**src/hw/rtl/efe_pkg.sv**
```systemverilog
`timescale 1ns / 1ps
// ----------------------------------------------------------------------------
// efe_pkg
// Shared types and constants for the escaped frame encoder: the command
// record passed from the front end to the emitter, and the queue sizing.
// ----------------------------------------------------------------------------
package efe_pkg;

    localparam logic [7:0]  FLAG_BYTE  = 8'h7e;
    localparam logic [7:0]  ESC_BYTE   = 8'h7d;
    localparam logic [7:0]  ESC_FOR_7D = 8'h01;
    localparam logic [7:0]  ESC_FOR_7E = 8'h02;
    localparam logic [15:0] CRC_INIT   = 16'hffff;
    localparam logic [15:0] CRC_POLY   = 16'ha001;

    localparam int MAX_FRAME_LEN = 1024;
    localparam int CNT_W         = 11;

    localparam int QUEUE_DEPTH = 4;
    localparam int QUEUE_AW    = $clog2(QUEUE_DEPTH);

    typedef enum logic [1:0] {
        ST_OK       = 2'd0,
        ST_DISABLED = 2'd1,
        ST_TOO_LONG = 2'd2
    } t_status;

    typedef enum logic [1:0] {
        KIND_DATA = 2'd0,
        KIND_DIS  = 2'd1,
        KIND_LONG = 2'd2
    } t_kind;

    // One accepted item, fully classified; crc is the value after this byte (unchanged for an over-length byte)
    typedef struct packed {
        logic        open;
        t_kind       kind;
        logic [7:0]  data;
        logic        last;
        logic [15:0] crc;
    } t_cmd;

endpackage

```
**src/hw/rtl/efe_front.sv**
```systemverilog
`timescale 1ns / 1ps
// ----------------------------------------------------------------------------
// efe_front
// Accepts input transactions, keeps the frame state and running CRC, and
// turns each item into a command for the emitter.
// ----------------------------------------------------------------------------
module efe_front (
    input  logic          i_clk,
    input  logic          i_rst_n,
    input  logic          i_cfg_wr_en,
    input  logic          i_cfg_wr_data,
    input  logic          i_valid,
    output logic          o_ready,
    input  logic [7:0]    i_data_byte,
    input  logic          i_last_byte,
    input  logic          i_q_full,
    output logic          o_push,
    output efe_pkg::t_cmd o_cmd
);
    import efe_pkg::*;

    localparam logic [CNT_W-1:0] MAX_LEN = CNT_W'(MAX_FRAME_LEN);

    logic             r_enable;
    logic             r_in_frame, n_in_frame;
    logic [15:0]      r_crc, n_crc;
    logic [CNT_W-1:0] r_cnt, n_cnt;

    logic [15:0]      crc_base, crc_new;
    logic [CNT_W-1:0] cnt_base;
    logic             accept;

    function automatic logic [15:0] crc_byte(input logic [15:0] c, input logic [7:0] b);
        logic [15:0] v;
        v = c ^ {8'h00, b};
        for (int i = 0; i < 8; i++) begin
            v = v[0] ? ((v >> 1) ^ CRC_POLY) : (v >> 1);
        end
        return v;
    endfunction

    assign o_ready = !i_q_full;
    assign accept  = i_valid && o_ready;
    assign o_push  = accept;

    // a closed frame restarts from the initial CRC and an empty count
    assign crc_base = r_in_frame ? r_crc : CRC_INIT;
    assign cnt_base = r_in_frame ? r_cnt : '0;
    assign crc_new  = crc_byte(crc_base, i_data_byte);

    always_comb begin
        o_cmd      = '0;
        o_cmd.data = i_data_byte;
        o_cmd.last = i_last_byte;
        n_in_frame = r_in_frame;
        n_crc      = r_crc;
        n_cnt      = r_cnt;
        if (!r_enable) begin
            o_cmd.kind = KIND_DIS;
            o_cmd.last = 1'b0;
        end else begin
            o_cmd.open = !r_in_frame;
            if (cnt_base < MAX_LEN) begin
                o_cmd.kind = KIND_DATA;
                o_cmd.crc  = crc_new;
                n_crc      = crc_new;
                n_cnt      = cnt_base + 1'b1;
            end else begin
                o_cmd.kind = KIND_LONG;
                o_cmd.crc  = crc_base;
                n_crc      = crc_base;
                n_cnt      = cnt_base;
            end
            n_in_frame = 1'b1;
            if (i_last_byte) begin
                n_in_frame = 1'b0;
                n_crc      = CRC_INIT;
                n_cnt      = '0;
            end
        end
    end

    always_ff @(posedge i_clk) begin
        if (!i_rst_n) begin
            r_enable   <= 1'b0;
            r_in_frame <= 1'b0;
            r_crc      <= CRC_INIT;
            r_cnt      <= '0;
        end else begin
            if (i_cfg_wr_en) begin
                r_enable <= i_cfg_wr_data;
            end
            if (accept) begin
                r_in_frame <= n_in_frame;
                r_crc      <= n_crc;
                r_cnt      <= n_cnt;
            end
        end
    end

endmodule

```
**src/hw/rtl/efe_queue.sv**
```systemverilog
`timescale 1ns / 1ps
// ----------------------------------------------------------------------------
// efe_queue
// Short command FIFO between the front end and the emitter.
// ----------------------------------------------------------------------------
module efe_queue (
    input  logic          i_clk,
    input  logic          i_rst_n,
    input  logic          i_push,
    input  efe_pkg::t_cmd i_cmd,
    input  logic          i_pop,
    output efe_pkg::t_cmd o_head,
    output logic          o_empty,
    output logic          o_full
);
    import efe_pkg::*;

    t_cmd                r_mem [QUEUE_DEPTH];
    logic [QUEUE_AW-1:0] r_wr_ptr, r_rd_ptr;
    logic [QUEUE_AW:0]   r_count;

    assign o_empty = (r_count == '0);
    assign o_full  = (r_count == (QUEUE_AW+1)'(QUEUE_DEPTH));
    assign o_head  = r_mem[r_rd_ptr];

    always_ff @(posedge i_clk) begin
        if (i_push) begin
            r_mem[r_wr_ptr] <= i_cmd;
        end
    end

    always_ff @(posedge i_clk) begin
        if (!i_rst_n) begin
            r_wr_ptr <= '0;
            r_rd_ptr <= '0;
            r_count  <= '0;
        end else begin
            if (i_push) begin
                r_wr_ptr <= r_wr_ptr + 1'b1;
            end
            if (i_pop) begin
                r_rd_ptr <= r_rd_ptr + 1'b1;
            end
            unique case ({i_push, i_pop})
                2'b10:   r_count <= r_count + 1'b1;
                2'b01:   r_count <= r_count - 1'b1;
                default: r_count <= r_count;
            endcase
        end
    end

endmodule

```
**src/hw/rtl/efe_back.sv**
```systemverilog
`timescale 1ns / 1ps
// ----------------------------------------------------------------------------
// efe_back
// Emitter: walks each queued command through its output bytes (opening flag, escaped
// data or status beat, escaped CRC, closing flag), one result per cycle when not stalled.
// ----------------------------------------------------------------------------
module efe_back (
    input  logic          i_clk,
    input  logic          i_rst_n,
    input  efe_pkg::t_cmd i_head,
    input  logic          i_q_empty,
    output logic          o_pop,
    output logic          o_valid,
    input  logic          i_ready,
    output logic [7:0]    o_out_byte,
    output logic          o_last_of_run,
    output logic          o_end_of_frame,
    output logic [1:0]    o_status
);
    import efe_pkg::*;

    typedef enum logic [7:0] {
        S_OPEN     = 8'b0000_0001,
        S_BODY     = 8'b0000_0010,
        S_BODY_ESC = 8'b0000_0100,
        S_HI       = 8'b0000_1000,
        S_HI_ESC   = 8'b0001_0000,
        S_LO       = 8'b0010_0000,
        S_LO_ESC   = 8'b0100_0000,
        S_CLOSE    = 8'b1000_0000
    } t_step;

    logic       r_busy;
    t_step      r_step;
    logic       r_valid;
    logic [7:0] r_byte;
    logic       r_last;
    logic       r_eof;
    logic [1:0] r_status;

    t_step      cur, nxt;
    logic [7:0] e_byte;
    logic       e_eof, e_done;
    t_status    e_status;
    logic       load, fire;

    function automatic logic special(input logic [7:0] b);
        return (b == ESC_BYTE) || (b == FLAG_BYTE);
    endfunction

    function automatic logic [7:0] esc_code(input logic [7:0] b);
        return (b == ESC_BYTE) ? ESC_FOR_7D : ESC_FOR_7E;
    endfunction

    assign cur  = r_busy ? r_step : (i_head.open ? S_OPEN : S_BODY);
    assign load = !r_valid || i_ready;
    assign fire = load && !i_q_empty;

    always_comb begin
        e_byte   = 8'h00;
        e_eof    = 1'b0;
        e_status = ST_OK;
        e_done   = 1'b0;
        nxt      = S_BODY;
        unique case (cur)
            S_OPEN: begin
                e_byte = FLAG_BYTE;
                nxt    = S_BODY;
            end
            S_BODY: begin
                unique case (i_head.kind)
                    KIND_DIS: begin
                        e_status = ST_DISABLED;
                        e_done   = 1'b1;
                    end
                    KIND_LONG: begin
                        e_status = ST_TOO_LONG;
                        e_done   = !i_head.last;
                        nxt      = S_HI;
                    end
                    default: begin
                        if (special(i_head.data)) begin
                            e_byte = ESC_BYTE;
                            nxt    = S_BODY_ESC;
                        end else begin
                            e_byte = i_head.data;
                            e_done = !i_head.last;
                            nxt    = S_HI;
                        end
                    end
                endcase
            end
            S_BODY_ESC: begin
                e_byte = esc_code(i_head.data);
                e_done = !i_head.last;
                nxt    = S_HI;
            end
            S_HI: begin
                if (special(i_head.crc[15:8])) begin
                    e_byte = ESC_BYTE;
                    nxt    = S_HI_ESC;
                end else begin
                    e_byte = i_head.crc[15:8];
                    nxt    = S_LO;
                end
            end
            S_HI_ESC: begin
                e_byte = esc_code(i_head.crc[15:8]);
                nxt    = S_LO;
            end
            S_LO: begin
                if (special(i_head.crc[7:0])) begin
                    e_byte = ESC_BYTE;
                    nxt    = S_LO_ESC;
                end else begin
                    e_byte = i_head.crc[7:0];
                    nxt    = S_CLOSE;
                end
            end
            S_LO_ESC: begin
                e_byte = esc_code(i_head.crc[7:0]);
                nxt    = S_CLOSE;
            end
            S_CLOSE: begin
                e_byte = FLAG_BYTE;
                e_eof  = 1'b1;
                e_done = 1'b1;
            end
            default: begin
                e_done = 1'b1;
            end
        endcase
    end

    assign o_pop = fire && e_done;

    always_ff @(posedge i_clk) begin
        if (fire) begin
            r_byte   <= e_byte;
            r_last   <= e_done;
            r_eof    <= e_eof;
            r_status <= e_status;
        end
    end

    always_ff @(posedge i_clk) begin
        if (!i_rst_n) begin
            r_busy  <= 1'b0;
            r_step  <= S_OPEN;
            r_valid <= 1'b0;
        end else if (load) begin
            r_valid <= !i_q_empty;
            if (fire) begin
                r_busy <= !e_done;
                r_step <= nxt;
            end
        end
    end

    assign o_valid        = r_valid;
    assign o_out_byte     = r_byte;
    assign o_last_of_run  = r_last;
    assign o_end_of_frame = r_eof;
    assign o_status       = r_status;

endmodule

```
**src/hw/rtl/escaped_frame_encoder_crc16.sv**
```systemverilog
`timescale 1ns / 1ps
// ----------------------------------------------------------------------------
// escaped_frame_encoder_crc16
// Byte-stuffing framer with CRC-16/MODBUS: opening and closing 0x7e flags,
// 0x7d/0x7e escaped as 7d 01 / 7d 02, CRC high then low byte before close.
//
//   channel  direction  handshake            payload
//   input    in         i_valid / o_ready    i_data_byte, i_last_byte
//   output   out        o_valid / i_ready    o_out_byte, o_last_of_run,
//                                            o_end_of_frame, o_status
//   config   in         i_cfg_wr_en          i_cfg_wr_data (enable)
//
// Input is taken one transaction per cycle while the 4-entry command queue
// has room; the emitter gives one output byte per cycle while i_ready does
// not hold it back, and an item takes one output beat per byte it yields.
// An input passes through the command queue and then the output register. Reset
// (synchronous, low) clears the frame state, the queue and the output register.
// ----------------------------------------------------------------------------
module escaped_frame_encoder_crc16 (
    input  logic       i_clk,
    input  logic       i_rst_n,
    input  logic       i_cfg_wr_en,
    input  logic       i_cfg_wr_data,
    input  logic       i_valid,
    output logic       o_ready,
    input  logic [7:0] i_data_byte,
    input  logic       i_last_byte,
    output logic       o_valid,
    input  logic       i_ready,
    output logic [7:0] o_out_byte,
    output logic       o_last_of_run,
    output logic       o_end_of_frame,
    output logic [1:0] o_status
);
    import efe_pkg::*;

    t_cmd push_cmd, head_cmd;
    logic push, pop, q_empty, q_full;

    efe_front u_front (
        .i_clk         (i_clk),
        .i_rst_n       (i_rst_n),
        .i_cfg_wr_en   (i_cfg_wr_en),
        .i_cfg_wr_data (i_cfg_wr_data),
        .i_valid       (i_valid),
        .o_ready       (o_ready),
        .i_data_byte   (i_data_byte),
        .i_last_byte   (i_last_byte),
        .i_q_full      (q_full),
        .o_push        (push),
        .o_cmd         (push_cmd)
    );

    efe_queue u_queue (
        .i_clk   (i_clk),
        .i_rst_n (i_rst_n),
        .i_push  (push),
        .i_cmd   (push_cmd),
        .i_pop   (pop),
        .o_head  (head_cmd),
        .o_empty (q_empty),
        .o_full  (q_full)
    );

    efe_back u_back (
        .i_clk          (i_clk),
        .i_rst_n        (i_rst_n),
        .i_head         (head_cmd),
        .i_q_empty      (q_empty),
        .o_pop          (pop),
        .o_valid        (o_valid),
        .i_ready        (i_ready),
        .o_out_byte     (o_out_byte),
        .o_last_of_run  (o_last_of_run),
        .o_end_of_frame (o_end_of_frame),
        .o_status       (o_status)
    );

endmodule

```
**config.mk**
```make
export PLATFORM = sky130hd
export DESIGN_NAME = escaped_frame_encoder_crc16
export DESIGN_NICKNAME = d
export VERILOG_FILES = /design/src/hw/rtl/efe_pkg.sv /design/src/hw/rtl/efe_front.sv /design/src/hw/rtl/efe_queue.sv /design/src/hw/rtl/efe_back.sv /design/src/hw/rtl/escaped_frame_encoder_crc16.sv
export SDC_FILE = /design/constraint.sdc
export NUM_CORES = 1
export LEC_CHECK = 0
export BUFFER_PORTS_ARGS = -buffer_cell sky130_fd_sc_hd__clkbuf_2
export CELL_PAD_IN_SITES_DETAIL_PLACEMENT = 1
export CELL_PAD_IN_SITES_GLOBAL_PLACEMENT = 1
export CORE_MARGIN = 2
export CORE_UTILIZATION = 40
export CTS_BUF_LIST = sky130_fd_sc_hd__clkbuf_8
export DETAILED_ROUTE_END_ITERATION = 7
export PLACE_DENSITY_LB_ADDON = 0.1
export SLEW_MARGIN = 20
export SYNTH_ARGS = -nofsm -noshare
export SYNTH_HDL_FRONTEND = slang
export SYNTH_SLANG_ARGS = --single-unit
```
**constraint.sdc**
```tcl
create_clock -name i_clk -period 8.99 [get_ports i_clk]
set_input_delay 1.798 -clock i_clk [delete_from_list [all_inputs] [get_ports i_clk]]
set_output_delay 1.798 -clock i_clk [all_outputs]
set_load 0.05 [all_outputs]
```
After elaboration in Yosys (flattened, before gate mapping)
Memories as Yosys holds them, arrays and structs flattened. A register that Yosys moved wholly into a read port is not among the register bits.
Index checks and enable logic that the tools add are counted.
Widths: inputs -> output; s select.

word-level totals
  input bits = 15
  bits in read-only memories = 0
  bits in writable memories = 112
  register bits = 58
  memories = 1
  logic and storage cells = 114
  output and inout port bits = 14
  bits in latches = 0

memories
  name           depth  width  read ports  clocked after memory_dff  write ports  line             RTL
  u_queue.r_mem  4      28     1           1                         1            efe_queue.sv:18  t_cmd r_mem [QUEUE_DEPTH];

operators by class
  equal/unequal tests = 19
  bitwise gates (word level) = 9
  divide/modulo/power cells = 0
  multiplexer cells = 45
  multiply operators = 0
  add/subtract/negate cells = 5
  reduce and logical (&&, ||, !) cells = 20
  magnitude comparators = 1
  shift operators = 0

operator list
  operator               number
  $mux 16                12
  $eq 8x7->1 const B     7
  $pmux 8 s7             1
  $mux 8                 6
  $pmux 8 s6             1
  $mux 11                3
  $not 2->3              8
  $mux 2                 8
  $pmux 8 s2             1
  $xor 16x8->16          1
  $add 11x1->11 const B  1
  $lt 11x11->1 const B   1
  $eq 8x1->1 const B     1
  $eq 8x2->1 const B     1
  $eq 8x3->1 const B     1
  $eq 8x4->1 const B     1
  $eq 8x5->1 const B     1
  $eq 8x6->1 const B     1
  $eq 8x8->1 const B     1
  $mux 1                 7
  $logic_not 1->1        6
  $mux 6                 1
  $pmux 3 s2             1
  $reduce_or 5->1        1
  16 further kinds       26

Logic depth before layout (Yosys ltp)
Gate-level depths: netlist of run 1.

  depth after elaboration = 20
  gate-level depth with buffers = 16
  gate-level depth less buffers = 13

Hierarchy
A second synthesis of run 1 with hierarchy kept.

unflattened totals
  cells, all modules = 625
  area total of the unflattened synthesis = 8201.6 µm²

modules (own cells, without submodules)
  module     area an instance (µm²)  cells an instance  sequential area each (µm²)  instances
  efe_queue  4540.6                  192                3543.4                      1
  efe_front  2167.1                  275                580.6                       1
  efe_back   1493.9                  158                560.5                       1

Worst setup path after synthesis of run 1
No wires, ideal clock.

  path type = flip-flop to flip-flop
  from = reg with a tool-made name
  to = reg u_queue.r_count[2]
  slack = 5062 ps
  path buffers = 3
  cell stages (with the launch flop) = 16
  data required time = 8914 ps
  arrival = 3853 ps
  clock period less this slack = 3928 ps
  library setup time = 76 ps
  cells stage by stage = dfxtp_1 buf_6 buf_6 buf_6 mux4_1 inv_1 ha_1 or2b_2 a2111o_1 a21oi_2 ha_1 inv_1 fa_1 xor2_1 or3_1 a21boi_0

RTL lines
  what                  line             RTL
  end signal, assigned  efe_queue.sv:45  2'b10: r_count <= r_count + 1'b1;
  end signal, assigned  efe_queue.sv:46  2'b01: r_count <= r_count - 1'b1;
  end signal, assigned  efe_queue.sv:47  default: r_count <= r_count;
  end, declared         efe_queue.sv:20  logic [QUEUE_AW:0] r_count;

==> results of run 1 <==
[flip-flops by register name, summed over array words and instances (netlist names), named ones only]
name                   cells
u_queue.r_mem            112
u_front.r_crc             16
u_front.r_cnt             11
u_back.o_out_byte          8
u_back.r_step              8
u_queue.r_count            3
u_back.o_status            2
u_queue.r_rd_ptr           2
u_queue.r_wr_ptr           2
u_back.o_end_of_frame      1
u_back.o_last_of_run       1
u_back.o_valid             1
u_back.r_busy              1
u_front.r_enable           1
u_front.r_in_frame         1
[report_power, final]
part | leakage (nW) | switching (mW) | internal [mW]
Sequential | 1.56 | 0.0443 | 0.999
Combinational | 1.21 | 0.515 | 0.263
Clock | 0.214 | 0.290 | 0.284
[layout make-up]
class                      count  area [um2]  share of cell area (%)
inverter                      23        86.3                   0.984
clock inverter                14         173                    1.97
timing repair buffer          32         170                    1.94
multi-input combinational    392        3080                    35.1
sequential                   172        4680                    53.4
tap                          265         332                    3.78
clock buffer                  18         248                    2.82
[metrics by stage]
| stage | power, mW | hold slack [ps] |
|---|---|---|
| CTS | 2.42 | 495 |
| global route | 2.53 | 544 |
| global placement | 1.83 | 471 |
| floorplan | 1.64 | 455 |
| finish | 2.40 | 486 |
| detailed placement | 1.85 | 483 |
[synthesized netlist by cell type, types with 5 or more instances]
| cell | instances |
|---|---|
| o22ai_1 | 15 |
| nor2_1 | 22 |
| nor3_1 | 10 |
| mux4_1 | 17 |
| clkbuf_1 | 19 |
| mux2i_1 | 8 |
| o21a_1 | 6 |
| xnor2_1 | 16 |
| nand2b_1 | 11 |
| a21oi_1 | 27 |
| ha_1 | 10 |
| xor2_1 | 11 |
| a21boi_0 | 12 |
| o2111ai_1 | 6 |
| nand3_1 | 11 |
| mux4_2 | 11 |
| and2_1 | 21 |
| nand2_1 | 68 |
| o21ai_0 | 28 |
| nor2b_1 | 13 |
| nand4_1 | 5 |
| edfxtp_1 | 124 |
| inv_1 | 23 |
| dfxtp_1 | 48 |
[worst min-delay path by stage]
| stage | end | slack, ps | startpoint | depth (start not counted) |
|---|---|---|---|---|
| 2_1_floorplan | u_front.r_cnt[9]$_SDFFE_PN0P_ | 450 | u_front.r_cnt[9]$_SDFFE_PN0P_ | 2 |
| 3_3_place_gp | u_back.o_valid$_SDFFE_PN0P_ | 470 | u_back.o_valid$_SDFFE_PN0P_ | 2 |
| 3_5_place_dp | u_back.o_valid$_SDFFE_PN0P_ | 480 | u_back.o_valid$_SDFFE_PN0P_ | 2 |
| 4_1_cts | u_back.o_valid$_SDFFE_PN0P_ | 500 | u_back.o_valid$_SDFFE_PN0P_ | 2 |
| 5_1_grt | u_front.r_cnt[9]$_SDFFE_PN0P_ | 540 | u_front.r_cnt[9]$_SDFFE_PN0P_ | 2 |
| 6_report | u_back.o_valid$_SDFFE_PN0P_ | 490 | u_back.o_valid$_SDFFE_PN0P_ | 2 |
[cells by family after synthesis]
family	count (synthesis)	synth area share, %
compound gates	125	10.4
xor+xnor	30	3.73
fa+ha+maj	11	1.82
buf+inv	51	2.87
flops	172	58.7
mux	36	9.70
simple gates	190	12.9
[metal layers]
metal	track usage, %	up-vias	wire length [um]
li1	-	2364	-
met1	23.6	2529	8410
met3	4.03	20	666
met5	0	-	0
met4	5.69	0	281
met2	31.2	75	9050
[critical path, delay by kind of cell, from the launching register on]
kind	cells	cell delay, ps
XOR/XNOR	1	160
buffers and inverters	3	610
flip-flops	1	320
multiplexers	1	680
AO/OA/AOI/OAI	3	830
adder cells (fa/ha/maj)	3	890
AND/OR/NAND/NOR	2	610
==> results.cfg, run 1 <==
[status]
status = finished, final reports clean

[place]
dp_cells = 884
gp_congestion = 0.751
port_buffers = 28
pre_cts_slack_ps = 4740
dpl_cell_area_um2 = 8350
dp_hpwl_um = 12800

[yosys]
ys.flop_type = edfxtp_1
synthesis.nets = 641
synth_area_um2 = 7990
synth_seq_cells = 172
synth.distinct_cells = 69
netlist_instances = 615
synth_edf_count = 124
netlist.top_cell.by_area = edfxtp_1
yosysTopAreaCellShare_pct = 46.6
ys_warn_count = 0
async_reset_ff_share_pct = 0
synth.area.top_cells = edfxtp_1 47%, dfxtp_1 12%, mux4_1 5.6%
yosysSeqAreaShare_pct = 58.7
syn_area_per_cell_um2 = 13.0

[global_routing]
overflow = 0
grt_max_degree = 50
grt_pass1_vias = 5359
grt.total_usage_pct = 18.4
grt_first_pass_wirelength_um = 30000
antenna_found_initial = 0

[cts]
clkLatencyLatePin_ps = 460
h-tree-depth = 4
post_cts_resized = 0
holdBufCountCts = 0
cts_tree = built
cts_num_sinks = 172
clockBufferDepth = 2
cts_made_buffers = 17
cts_setup_buffers = 0
clk_pin_slew_ps = 80
cts-root-buf = clkbuf_8

[worst_setup_path]
worstSetupStartpointType = flop
worst_setup_path_end_kind = flop
reg2reg_to = u_queue.r_count[2]$_SDFFE_PN0P_
path_max_fanout = 28
crit_slowest_cell = mux4_1
slowest_delay_ps = 680
setup.worst_path.end = u_queue.r_count[2]$_SDFFE_PN0P_
critPathArrivalTime_ps = 4570
cp_data_required_time_ps = 9370
crit_type = flop to flop
cp_cell_sequence = buf_4 -> mux4_1 -> inv_1 -> ha_1 -> or2b_2 -> a2111o_1 -> a21oi_2 -> ha_1 -> inv_1 -> fa_1 -> xor2_1 -> or3_1 -> a21boi_0
reg2regPathDepth = 13
r2r_setup_slack_ps = 4800

[final_layout]
post-route-util_pct = 44.9
syn2layout_area_growth_pct = 9.82
drive_above_1_share_pct = 14.6
diodes = 0
n_fill_cell = 2066
final_common_cell = edfxtp_1
fin_area_um2 = 8770
fin_nets = 664
layout.cells.non_filler = 916
final_cell_mix = 124 x edfxtp_1, 68 x nand2_1, 48 x dfxtp_1

[die]
core_area_um2 = 19500
rows = 51
fp.dieArea_um2 = 21100
die_x_um = 145
initial_core_util_pct = 40.9
die_h_um = 145
num_io_pins = 29

[routing]
wl_um = 18400
antenna_left = 0
wl_per_cell_um = 20.1
vias = 4988
via_per_inst = 5.45
drt_iter0_markers = 283
first_pass_iters = 4
drc = 0

[pwr]
powerDensity_nw_per_um2 = 273
p_leak_nw = 2.98
peakVddDrop_mv = 0.0907

[sta]
rsz0062_at_grt = false
worst_slack_ps = 4800
post-route-min-period_ps = 4190
drv_slew = 0
setup_violations = 0
tightest_slew_ps = 971
hold_viol = 0
setup_tns_ps = 0
skew_ps = 11.9
finalCritPeriodShare_pct = 46.6
max-slew-margin-rel_pct = 35.2
max_freq_ghz = 0.239

[flow_run]
maxCapViolations = 0

[min_path]
hold_class = flop to flop
Power figures use the tool's default switching activity.
==> inputs of run 2 (changes only) <==
clock period = 3.75 ns   (was 8.99 ns; I/O delays follow)
==> results.cfg, run 2 (same netlist as run 1, synthesis figures left out) <==
[routing]
antenna_left = 0
wl_um = 18500
drt_iter0_markers = 300
vias = 5054
wl_per_cell_um = 20.0
drc = 0
first_pass_iters = 4
via_per_inst = 5.48

[global_routing]
grt_pass1_vias = 5192
antenna_found_initial = 0
grt_max_degree = 50
grt_first_pass_wirelength_um = 29500
overflow = 0
grt.total_usage_pct = 18.1

[cts]
clockBufferDepth = 2
cts_tree = built
cts_made_buffers = 17
cts-root-buf = clkbuf_8
clkLatencyLatePin_ps = 470
clk_pin_slew_ps = 90
h-tree-depth = 4
cts_setup_buffers = 0
cts_num_sinks = 172

[pwr]
switching_share_pct = 36.1
power_frac_comb_pct = 32.8
p_int_mw = 3.68
p_total_mw = 5.77
peakVddDrop_mv = 0.245
powerDensity_nw_per_um2 = 653
power.switching_mw = 2.08
p_leak_nw = 3.00
p_clk_share_pct = 23.7
seqPwrFrac_pct = 43.6

[final_layout]
n_fill_cell = 2076
regMostFlops = u_queue.r_mem
final_cell_mix = 124 x edfxtp_1, 68 x nand2_1, 47 x dfxtp_1
top_regs = u_queue.r_mem: 112 flops, u_front.r_crc: 16 flops, u_front.r_cnt: 11 flops
fin_nets = 671
drive_above_1_share_pct = 15.8
layout.cells.non_filler = 923
syn2layout_area_growth_pct = 10.6
diodes = 0
final_common_cell = edfxtp_1
fin_area_um2 = 8830
largest_reg_flops = 112

[place]
gp_congestion = 0.749
port_buffers = 28
dpl_cell_area_um2 = 8420
dp_hpwl_um = 12800
dp_cells = 891

[sta]
max_freq_ghz = 0.283
skew_ps = 10.8
max-slew-margin-rel_pct = 34.1
timing.hold.ws_ps = 497
hold_viol = 0
drv_slew = 0
finalCritPeriodShare_pct = 94.1
setup_tns_ps = 0
tightest_slew_ps = 989
rsz0062_at_grt = false
setup_violations = 0
post-route-min-period_ps = 3530

[worst_setup_path]
critPathArrivalTime_ps = 3930
r2r_setup_slack_ps = 220
worstSetupStartpointType = flop
crit_type = flop to flop
cp_data_required_time_ps = 4150
path_max_fanout = 7
worst_setup_path_end_kind = flop

[min_path]
hold_class = flop to flop

[die]
num_io_pins = 29
die_h_um = 145
die_x_um = 145
rows = 51
initial_core_util_pct = 40.9
fp.dieArea_um2 = 21100
core_area_um2 = 19500

[status]
status = finished, final reports clean

[flow_run]
maxCapViolations = 0
## run 2: cell types whose count changed in the layout (fill, tap and decap cells not counted), sizes merged
cell	change
buf	+7
inv	+5
bufinv	-1
clkbuf	-1
clkinv	-3
## run 2: worst paths after layout
check	from	end	cells past startpoint
max	flop	u_queue.r_count[2]$_SDFFE_PN0P_	12
min	u_back.o_valid$_SDFFE_PN0P_	u_back.o_valid$_SDFFE_PN0P_	2
max reg2reg	flop	u_queue.r_count[2]$_SDFFE_PN0P_	12
min reg2reg	u_back.o_valid$_SDFFE_PN0P_	u_back.o_valid$_SDFFE_PN0P_	2
## run 2: timing repair
item | 4_1_cts | 5_1_grt
hold buffers | 0 | 0
endpoints found under the setup margin | 0 | 1
resized for setup | 0 | 1
## run 2: power groups by stage
stage                     clock network, mW  registers [mW]  logic (mW)
after floorplan                           0            2.78        1.19
after CTS                              1.40            2.52        1.93
after global routing                   1.47            2.55        2.06
final                                  1.36            2.51        1.89
after detailed placement                  0            2.56        1.92
after global placement                    0            2.55        1.88
## run 2: layout make-up
class                   count  area [um2]  share of cell area, %
clock inverters            15         179                   2.03
clock buffers              17         234                   2.65
multi-input cells         392        3080                   34.9
repair buffers             39         235                   2.66
inverters                  23        86.3                  0.977
well taps                 265         332                   3.75
flip-flops and latches    172        4690                   53.1
## run 2: per-layer routing
metal / vias to the layer above / track usage (%) / share of wire [%]
met5: - / 0 / 0
met4: 0 / 6.67 / 2.2
met3: 30 / 3.11 / 2.7
met2: 87 / 28.6 / 47
met1: 2566 / 25.2 / 48
li1: 2371 / - / -
## run 2: worst max-delay path: stages, from the launching register on
cell      delay (ps)
dfxtp_2          390
mux4_2           560
inv_2            110
ha_4             220
or2b_2           300
a2111o_1         410
a21oi_2          200
ha_2             220
inv_1             50
fa_1             370
xor2_1           160
or3_1            300
a21boi_0         160
## run 2: per-stage QoR
step / worst slack (ps) / util, %
2_1_floorplan: 40.8 / -
3_3_place_gp: 235 / 43.1
3_5_place_dp: 143 / 43.1
4_1_cts: 121 / 45.2
5_1_grt: 70.0 / 45.2
6_report: 221 / 45.2
